==> src/hw/rtl/ssvt_pkg.sv <==
// ----------------------------------------------------------------------------
// ssvt_pkg
// Shared types and constants for the sorted sparse vector table.
// ----------------------------------------------------------------------------
`default_nettype none

package ssvt_pkg;

  localparam int unsigned DATA_W         = 32;
  localparam int unsigned IN_INDEX_W     = 16;
  localparam int unsigned COUNT_OUT_W    = 7;
  localparam int unsigned CAPACITY_DEF   = 64;
  localparam int unsigned INDEX_BITS_DEF = 16;
  localparam int unsigned CMP_W          = 32;

  typedef enum logic [1:0] {
    OP_SET = 2'd0,
    OP_GET = 2'd1,
    OP_ADD = 2'd2,
    OP_SUB = 2'd3
  } opcode_e;

  typedef enum logic [2:0] {
    ST_IDLE,
    ST_SEEK,
    ST_CMP,
    ST_EVAL,
    ST_SHIFT_RD,
    ST_SHIFT_WR,
    ST_PUT,
    ST_FINISH
  } state_e;

  // Request to the shared compare / add unit
  typedef struct packed {
    logic [CMP_W-1:0]  cmp_a;
    logic [CMP_W-1:0]  cmp_b;
    logic [DATA_W-1:0] add_a;
    logic [DATA_W-1:0] add_b;
    logic              add_sub;
  } alu_req_t;

  typedef struct packed {
    logic              lt;
    logic              eq;
    logic [DATA_W-1:0] sum;
    logic              sum_zero;
  } alu_rsp_t;

endpackage

`default_nettype wire

==> src/hw/rtl/ssvt_alu.sv <==
// ----------------------------------------------------------------------------
// ssvt_alu
// Shared index compare and wrapping add/subtract unit.
// ----------------------------------------------------------------------------
`default_nettype none

module ssvt_alu (
  input  ssvt_pkg::alu_req_t req_i,
  output ssvt_pkg::alu_rsp_t rsp_o
);
  import ssvt_pkg::*;

  logic [DATA_W-1:0] addend;

  // Subtract as add of the inverted operand plus one; wraps in 32 bits
  assign addend       = req_i.add_b ^ {DATA_W{req_i.add_sub}};
  assign rsp_o.sum    = req_i.add_a + addend + DATA_W'(req_i.add_sub);
  assign rsp_o.sum_zero = (rsp_o.sum == '0);
  assign rsp_o.lt     = (req_i.cmp_a < req_i.cmp_b);
  assign rsp_o.eq     = (req_i.cmp_a == req_i.cmp_b);

endmodule

`default_nettype wire

==> src/hw/rtl/ssvt_store.sv <==
// ----------------------------------------------------------------------------
// ssvt_store
// Entry memory: one write and one registered read per cycle.
// ----------------------------------------------------------------------------
`default_nettype none

module ssvt_store #(
  parameter int unsigned DEPTH   = 64,
  parameter int unsigned WIDTH   = 48,
  localparam int unsigned ADDR_W = (DEPTH > 1) ? $clog2(DEPTH) : 1
) (
  input  logic              clk_i,
  input  logic              wr_en_i,
  input  logic [ADDR_W-1:0] wr_addr_i,
  input  logic [WIDTH-1:0]  wr_data_i,
  input  logic              rd_en_i,
  input  logic [ADDR_W-1:0] rd_addr_i,
  output logic [WIDTH-1:0]  rd_data_o
);

  logic [WIDTH-1:0] mem [DEPTH];
  logic [WIDTH-1:0] rd_data_q;

  always_ff @(posedge clk_i) begin
    if (wr_en_i) begin
      mem[wr_addr_i] <= wr_data_i;
    end
  end

  always_ff @(posedge clk_i) begin
    if (rd_en_i) begin
      rd_data_q <= mem[rd_addr_i];
    end
  end

  assign rd_data_o = rd_data_q;

endmodule

`default_nettype wire

==> src/hw/rtl/sorted_sparse_vector_table.sv <==
// ----------------------------------------------------------------------------
// sorted_sparse_vector_table
// Sparse integer vector kept as (index, value) pairs sorted by index in one
// memory, updated by a sequencer around a shared compare/add unit.
// ----------------------------------------------------------------------------
//
//  channel  dir  handshake                     payload
//  -------  ---  ----------------------------  ---------------------------------
//  s_axis   in   s_axis_tvalid / s_axis_tready  tuser: opcode; tdata: index, value
//  m_axis   out  m_axis_tvalid / m_axis_tready  tuser: status; tdata: value, count
//
// Steps per word: accept; per stored entry below the index, one read and one
// compare on the shared unit; end the scan (fill count reached, or the entry
// at the slot read and compared); evaluate; on insert or removal, one read and
// one write per entry moved plus a step to close the shift loop; the insert
// write; hand-over of the result. The registered memory read sets the pace
// of both scan and shift.
// Reset clears the fill count and the control state only; the memory holds
// no valid bits and needs no clearing pass. A stalled result sits in the
// output register while the next word is already accepted and worked on;
// that word then holds at its hand-over until the register frees.
// ----------------------------------------------------------------------------
`default_nettype none

module sorted_sparse_vector_table #(
  parameter int unsigned CAPACITY   = ssvt_pkg::CAPACITY_DEF,
  parameter int unsigned INDEX_BITS = ssvt_pkg::INDEX_BITS_DEF
) (
  input  logic        clk_i,
  input  logic        rst_ni,
  // s_axis
  input  logic        s_axis_tvalid,
  output logic        s_axis_tready,
  input  logic [47:0] s_axis_tdata,   // [15:0] entry_index, [47:16] entry_value
  input  logic [1:0]  s_axis_tuser,   // [1:0] opcode
  // m_axis
  output logic        m_axis_tvalid,
  input  logic        m_axis_tready,
  output logic [39:0] m_axis_tdata,   // [31:0] read_value, [38:32] entry_count, [39] zero
  output logic        m_axis_tuser    // [0] status
);
  import ssvt_pkg::*;

  localparam int unsigned ADDR_W  = (CAPACITY > 1) ? $clog2(CAPACITY) : 1;
  localparam int unsigned CNT_W   = $clog2(CAPACITY + 1);
  localparam int unsigned ENTRY_W = INDEX_BITS + DATA_W;

  state_e                state_q, state_d;
  opcode_e               op_q, op_d;
  logic [INDEX_BITS-1:0] key_q, key_d;
  logic [DATA_W-1:0]     val_q, val_d;
  logic [CNT_W-1:0]      p_q, p_d;
  logic [CNT_W-1:0]      q_q, q_d;
  logic [CNT_W-1:0]      count_q, count_d;
  logic                  up_q, up_d;
  logic                  hit_q, hit_d;
  logic [DATA_W-1:0]     cur_q, cur_d;
  logic [DATA_W-1:0]     new_q, new_d;
  logic [DATA_W-1:0]     res_q, res_d;
  logic                  stat_q, stat_d;

  logic                   out_valid_q, out_valid_d;
  logic [DATA_W-1:0]      out_res_q, out_res_d;
  logic                   out_stat_q, out_stat_d;
  logic [COUNT_OUT_W-1:0] out_cnt_q, out_cnt_d;

  logic                  in_fire;
  logic [CMP_W-1:0]      key_wide;
  logic                  wr_en, rd_en;
  logic [ADDR_W-1:0]     wr_addr, rd_addr;
  logic [ENTRY_W-1:0]    wr_data, rd_data;
  logic [INDEX_BITS-1:0] rd_idx;
  logic [DATA_W-1:0]     rd_val;
  logic                  shift_done;
  logic                  load_out;
  alu_req_t              alu_req;
  alu_rsp_t              alu_rsp;

  // Only the low INDEX_BITS of the incoming index count
  assign key_wide = CMP_W'(s_axis_tdata[IN_INDEX_W-1:0]);
  assign rd_idx   = rd_data[ENTRY_W-1:DATA_W];
  assign rd_val   = rd_data[DATA_W-1:0];

  assign s_axis_tready = (state_q == ST_IDLE);
  assign in_fire       = s_axis_tvalid && s_axis_tready;

  ssvt_store #(
    .DEPTH (CAPACITY),
    .WIDTH (ENTRY_W)
  ) u_store (
    .clk_i     (clk_i),
    .wr_en_i   (wr_en),
    .wr_addr_i (wr_addr),
    .wr_data_i (wr_data),
    .rd_en_i   (rd_en),
    .rd_addr_i (rd_addr),
    .rd_data_o (rd_data)
  );

  ssvt_alu u_alu (
    .req_i (alu_req),
    .rsp_o (alu_rsp)
  );

  // Shift loop ends when the gap reaches the target slot (insert) or the
  // last occupied slot has been pulled down (remove)
  assign shift_done = up_q ? (q_q == p_q) : ((q_q + CNT_W'(1)) >= count_q);

  always_ff @(posedge clk_i or negedge rst_ni) begin
    if (!rst_ni) begin
      state_q     <= ST_IDLE;
      count_q     <= '0;
      out_valid_q <= 1'b0;
    end else begin
      state_q     <= state_d;
      count_q     <= count_d;
      out_valid_q <= out_valid_d;
    end
  end

  always_ff @(posedge clk_i) begin
    op_q       <= op_d;
    key_q      <= key_d;
    val_q      <= val_d;
    p_q        <= p_d;
    q_q        <= q_d;
    up_q       <= up_d;
    hit_q      <= hit_d;
    cur_q      <= cur_d;
    new_q      <= new_d;
    res_q      <= res_d;
    stat_q     <= stat_d;
    out_res_q  <= out_res_d;
    out_stat_q <= out_stat_d;
    out_cnt_q  <= out_cnt_d;
  end

  always_comb begin
    state_d  = state_q;
    op_d     = op_q;
    key_d    = key_q;
    val_d    = val_q;
    p_d      = p_q;
    q_d      = q_q;
    count_d  = count_q;
    up_d     = up_q;
    hit_d    = hit_q;
    cur_d    = cur_q;
    new_d    = new_q;
    res_d    = res_q;
    stat_d   = stat_q;
    wr_en    = 1'b0;
    wr_addr  = p_q[ADDR_W-1:0];
    wr_data  = {key_q, new_q};
    rd_en    = 1'b0;
    rd_addr  = p_q[ADDR_W-1:0];
    load_out = 1'b0;

    // Shared unit: index compare during the scan, add once per word
    alu_req.cmp_a   = CMP_W'(rd_idx);
    alu_req.cmp_b   = CMP_W'(key_q);
    alu_req.add_a   = (hit_q && (op_q != OP_SET)) ? cur_q : '0;
    alu_req.add_b   = val_q;
    alu_req.add_sub = (op_q == OP_SUB);

    unique case (state_q)
      ST_IDLE: begin
        if (in_fire) begin
          op_d    = opcode_e'(s_axis_tuser);
          key_d   = key_wide[INDEX_BITS-1:0];
          val_d   = s_axis_tdata[IN_INDEX_W +: DATA_W];
          p_d     = '0;
          hit_d   = 1'b0;
          stat_d  = 1'b0;
          res_d   = '0;
          state_d = ST_SEEK;
        end
      end

      ST_SEEK: begin
        if (p_q == count_q) begin
          hit_d   = 1'b0;
          state_d = ST_EVAL;
        end else begin
          rd_en   = 1'b1;
          state_d = ST_CMP;
        end
      end

      ST_CMP: begin
        if (alu_rsp.lt) begin
          p_d     = p_q + CNT_W'(1);
          state_d = ST_SEEK;
        end else begin
          hit_d   = alu_rsp.eq;
          cur_d   = rd_val;
          state_d = ST_EVAL;
        end
      end

      ST_EVAL: begin
        new_d   = alu_rsp.sum;
        state_d = ST_FINISH;
        if (op_q == OP_GET) begin
          res_d = hit_q ? cur_q : '0;
        end else if (alu_rsp.sum_zero) begin
          // Drop the entry if present; nothing to do otherwise
          if (hit_q) begin
            up_d    = 1'b0;
            q_d     = p_q;
            state_d = ST_SHIFT_RD;
          end
        end else if (hit_q) begin
          wr_en   = 1'b1;
          wr_data = {key_q, alu_rsp.sum};
          res_d   = alu_rsp.sum;
        end else if (count_q == CNT_W'(CAPACITY)) begin
          stat_d = 1'b1;
        end else begin
          res_d   = alu_rsp.sum;
          up_d    = 1'b1;
          q_d     = count_q;
          state_d = ST_SHIFT_RD;
        end
      end

      ST_SHIFT_RD: begin
        if (shift_done) begin
          if (up_q) begin
            state_d = ST_PUT;
          end else begin
            count_d = count_q - CNT_W'(1);
            state_d = ST_FINISH;
          end
        end else begin
          rd_en   = 1'b1;
          rd_addr = up_q ? ADDR_W'(q_q - CNT_W'(1)) : ADDR_W'(q_q + CNT_W'(1));
          state_d = ST_SHIFT_WR;
        end
      end

      ST_SHIFT_WR: begin
        wr_en   = 1'b1;
        wr_addr = q_q[ADDR_W-1:0];
        wr_data = rd_data;
        q_d     = up_q ? (q_q - CNT_W'(1)) : (q_q + CNT_W'(1));
        state_d = ST_SHIFT_RD;
      end

      ST_PUT: begin
        wr_en   = 1'b1;
        count_d = count_q + CNT_W'(1);
        state_d = ST_FINISH;
      end

      ST_FINISH: begin
        // Hold here while the previous result still waits downstream
        if (!out_valid_q || m_axis_tready) begin
          load_out = 1'b1;
          state_d  = ST_IDLE;
        end
      end

      default: begin
        state_d = ST_IDLE;
      end
    endcase
  end

  // Output register: parts the result from the next word's work
  always_comb begin
    out_valid_d = out_valid_q;
    out_res_d   = out_res_q;
    out_stat_d  = out_stat_q;
    out_cnt_d   = out_cnt_q;
    if (load_out) begin
      out_valid_d = 1'b1;
      out_res_d   = res_q;
      out_stat_d  = stat_q;
      out_cnt_d   = COUNT_OUT_W'(count_q);
    end else if (m_axis_tready) begin
      out_valid_d = 1'b0;
    end
  end

  assign m_axis_tvalid = out_valid_q;
  assign m_axis_tdata  = {1'b0, out_cnt_q, out_res_q};
  assign m_axis_tuser  = out_stat_q;

`ifndef SYNTH
  // Fill count never exceeds the table size
  a_count_bound: assert property (@(posedge clk_i) disable iff (!rst_ni)
    count_q <= CNT_W'(CAPACITY))
    else $error("entry count above capacity");

  // One word moves the fill count by at most one
  a_count_step: assert property (@(posedge clk_i) disable iff (!rst_ni)
    (count_q != $past(count_q)) |->
      ((count_q == $past(count_q) + CNT_W'(1)) || (count_q == $past(count_q) - CNT_W'(1))))
    else $error("entry count jumped");

  // A dropped insert reports a zero value
  a_full_zero: assert property (@(posedge clk_i) disable iff (!rst_ni)
    (m_axis_tvalid && m_axis_tuser) |-> (m_axis_tdata[DATA_W-1:0] == '0))
    else $error("full status with nonzero value");

  // The memory is never written while idle
  a_idle_no_write: assert property (@(posedge clk_i) disable iff (!rst_ni)
    (state_q == ST_IDLE) |-> !wr_en)
    else $error("memory write while idle");
`endif

endmodule

`default_nettype wire
==> config.mk <==
export PLATFORM = sky130hd
export DESIGN_NAME = sorted_sparse_vector_table
export DESIGN_NICKNAME = d
export VERILOG_FILES = /design/src/hw/rtl/ssvt_pkg.sv /design/src/hw/rtl/ssvt_alu.sv /design/src/hw/rtl/ssvt_store.sv /design/src/hw/rtl/sorted_sparse_vector_table.sv
export SDC_FILE = /design/constraint.sdc
export NUM_CORES = 2
export LEC_CHECK = 0
export BUFFER_PORTS_ARGS = -buffer_cell sky130_fd_sc_hd__buf_2
export CAP_MARGIN = 40
export CORE_ASPECT_RATIO = 0.75
export CORE_UTILIZATION = 63
export CTS_CLUSTER_DIAMETER = 100
export CTS_CLUSTER_SIZE = 24
export DETAILED_ROUTE_END_ITERATION = 12
export GPL_TIMING_DRIVEN = 1
export PLACE_DENSITY = 0.79
export SYNTH_ARGS = -nofsm -noshare
export SYNTH_HDL_FRONTEND = slang
export SYNTH_SLANG_ARGS = --single-unit
==> constraint.sdc <==
create_clock -name clk_i -period 13.45 [get_ports clk_i]
set_input_delay 0 -clock clk_i [delete_from_list [all_inputs] [get_ports clk_i]]
set_output_delay 0 -clock clk_i [all_outputs]
set_load 0.02 [all_outputs]
==> flow_summary.json <==
{
  "setup_tns_ps": 0,
  "rows": 144,
  "maxSlewViolCount": 0,
  "path_buf_inv": 2,
  "path_class": "reg -> reg",
  "io_pins": 97,
  "synthFlopType": "edfxtp_1",
  "crit_family": "compound AO/OA/AOI/OAI gates",
  "p_int_uw": 20400,
  "cts_tree": "done",
  "htree_levels": 4,
  "die_area_sq_um": 209000,
  "layout_worst_path_cycle_share_pct": 55.9,
  "setup_ws_ps": 5930,
  "finalCriticalPeriod_ps": 7520,
  "p_per_area_nw_per_um2": 229,
  "coreArea_sq_um": 206000,
  "netSwitchingFraction_pct": 37.3,
  "start_kind": "register",
  "placed_area_sq_um": 137000,
  "synth_top_cell_by_area": "edfxtp_1",
  "netSwitchingPower_uw": 12100,
  "grt_start_max_net_pins": 137,
  "pwr-share-clk_pct": 16.3,
  "drc": 0,
  "tightest_slew_ps": 1210,
  "synth_common_cells": "3323 x edfxtp_1, 669 x mux4_2, 567 x nand2_1",
  "critPathArrivalTime_ps": 8140,
  "track_usage_pct": 34.6,
  "synth-seq-cells": 3334,
  "fp.dieH_um": 397,
  "synth.most_common_cell": "edfxtp_1",
  "hpwl_um": 199000,
  "path_cells": "ha_1 > nand3_1 > xnor2_1 > ha_1 > a21o_1 > a211o_1 > a41oi_1 > o2111a_2 > mux2_8 > buf_4 > buf_4 > mux4_2 > a22o_1 > a221oi_1 > a22oi_1 > o21a_1",
  "die_x_um": 528,
  "synth_edf_count": 3323,
  "final-seq-area_sq_um": 100000,
  "syn_area_per_cell_sq_um": 19.6,
  "root_buffer": "clkbuf_16",
  "antenna_found_initial": 8,
  "min_path_type": "in -> reg",
  "place_ws_ps": 6030,
  "status": "finished clean",
  "dr_total_vias": 71900,
  "slowest_stage": "buf_4",
  "total_power_uw": 32500,
  "hold_violations": 0,
  "wire_per_inst_um": 37.1,
  "post_cts_resized": 0,
  "netlist.area_leader.share_pct": 76.3,
  "max_freq_mhz": 133,
  "cts_buffers": 164,
  "io_buffers": 95,
  "synth_cells": 6665,
  "ys_seq_area_share_pct": 76.5,
  "dr.pass1.iters": 8,
  "drive_gt1_share_pct": 20.1,
  "viasPerCell": 7.39,
  "yosys-top-cells-area": "edfxtp_1 76%, mux4_2 12%, nand2_1 1.6%, nand3_1 1.0%, a22oi_1 0.93%",
  "gp_congestion": 0.930,
  "cap_violations": 0,
  "rsz0062_at_grt": "false",
  "holdPathStages": 4,
  "ant_nets": 0,
  "critical_path_required_ps": 14060,
  "synthToLayoutAreaGrowth_pct": 8.55,
  "path_max_fanout": 80,
  "cts.sinks": 3334,
  "cts.clk_slew.worst_paths_ps": 100,
  "crit_path_end_kind": "register",
  "clk_latency_ps": 880,
  "synth.distinct_cells": 87,
  "synth_nets": 6782,
  "max-slew-margin-rel_pct": 19.1,
  "crit_path_max_incr_delay_ps": 840,
  "crit_cells": 16,
  "overflow": 0,
  "grt_pass1_vias": 69200,
  "finish.utilization_pct": 69.0,
  "irDropWorstVdd_mv": 0.350,
  "fin_area_sq_um": 142000,
  "r2r_cells": 16,
  "fillers": 12000,
  "seq_power_share_pct": 43.2,
  "cts_buffer_depth": 4,
  "syn-cell-area_sq_um": 131000,
  "comb_power_share_pct": 40.5,
  "multi_input_area_sq_um": 29700,
  "initial_core_util_pct": 63.5,
  "grt_pass1_wl_um": 507000,
  "fin_nets": 7047,
  "setup-violations-final": 0,
  "yosysWarningCount": 0,
  "p_leak_uw": 0.0448,
  "wl_um": 361000,
  "synthArstFlopShare_pct": 0.330,
  "drtIter0Drc": 13800,
  "finClkSkew_ps": 92.6
}
-- through the flow --
step,hold slack [ps],std cells
after global placement,-114,9362
after CTS,23.5,9703
after global routing,86.5,9714
after floorplan,-296,6665
final,45.7,9720
after detailed placement,-106,9423
-- layout by cell type, fill, tap and decap left out, types with 35 or more instances in the layout --
cell type and count:
buf_12 41, buf_4 221, ha_1 61, inv_1 39, nand2_1 565, mux2i_1 58, a21oi_1 218, o21a_1 49
dlygate4sd3_1 104, nor2_1 81, o21ai_0 41, clkbuf_16 167, a22oi_1 162, nand3_1 272, edfxtp_1 3323, a221oi_1 82
mux4_2 669, buf_2 103, xnor2_1 55, a22o_1 115, nor2_4 35
-- cells by family after synthesis --
logic type	Yosys count	synth area share [%]
flops	3334	76.5
fa+ha+maj	63	0.614
compound gates	891	4.92
xor+xnor	83	0.556
buf+inv	433	1.54
mux	737	12.1
other cells	1	0.00287
simple gates	1123	3.83
-- tightest hold or removal path, stage by stage --
cell and delay (ps):
dlygate4sd3_1 520, buf_2 90, nand2b_1 150, nand2_1 60
-- what timing repair did --
item,4_1_cts,5_1_grt
hold buffers,104,0
endpoints found under the hold margin,120,0
buffers inserted,0,0
-- state kept, by name (all words and copies together) (netlist names), 2 cells and up --
name,count
u_store.mem,3072
u_store.rd_data_o,48
cur_q,32
new_q,32
out_res_q,32
res_q,32
val_q,32
key_q,16
count_q,7
out_cnt_q,7
p_q,7
q_q,7
state_q,3
op_q,2
-- cell type report --
class	instances	area share [%]
flip-flops and latches	3334	70.5
clock buffers	172	2.96
inverters	41	0.108
multi-input cells	2898	20.9
well taps	2774	2.44
clock inverters	4	0.0317
diodes	6	0.0106
repair buffers	491	3.09
-- per-layer routing --
metal	up-vias	GRT usage (%)	routed length, um
met3	837	12.7	62400
li1	27700	-	-
met5	-	0.437	449
met4	14	10.9	13200
met2	6769	49.9	159000
met1	36600	49.8	126000
-- power groups by stage --
stage	logic (uW)	registers, uW	clock network, uW
4_1_cts	12700	14000	5290
3_3_place_gp	11900	14300	0
5_1_grt	13600	14100	5610
3_5_place_dp	12500	14200	0
2_1_floorplan	7650	14200	0
6_report	13200	14000	5300
-- final timing paths --
path | startpoint | end | slack, ps
worst max-delay path | q_q[0]$_DFFE_PP_ | u_store.rd_data_o[33]$_DFFE_PP_ | 5930
worst min-delay path | m_axis_tready | m_axis_tvalid$_DFFE_PN0P_ | 50
worst max register to register | q_q[0]$_DFFE_PP_ | u_store.rd_data_o[33]$_DFFE_PP_ | 5930
worst min register to register | res_q[22]$_SDFFCE_PN0P_ | out_res_q[22]$_DFFE_PP_ | 430
max in group asynchronous | rst_ni | count_q[6]$_DFFE_PN0P_ | 12890
min in group asynchronous | rst_ni | count_q[0]$_DFFE_PN0P_ | 200
No activity file was read; power rests on OpenSTA's default activity.
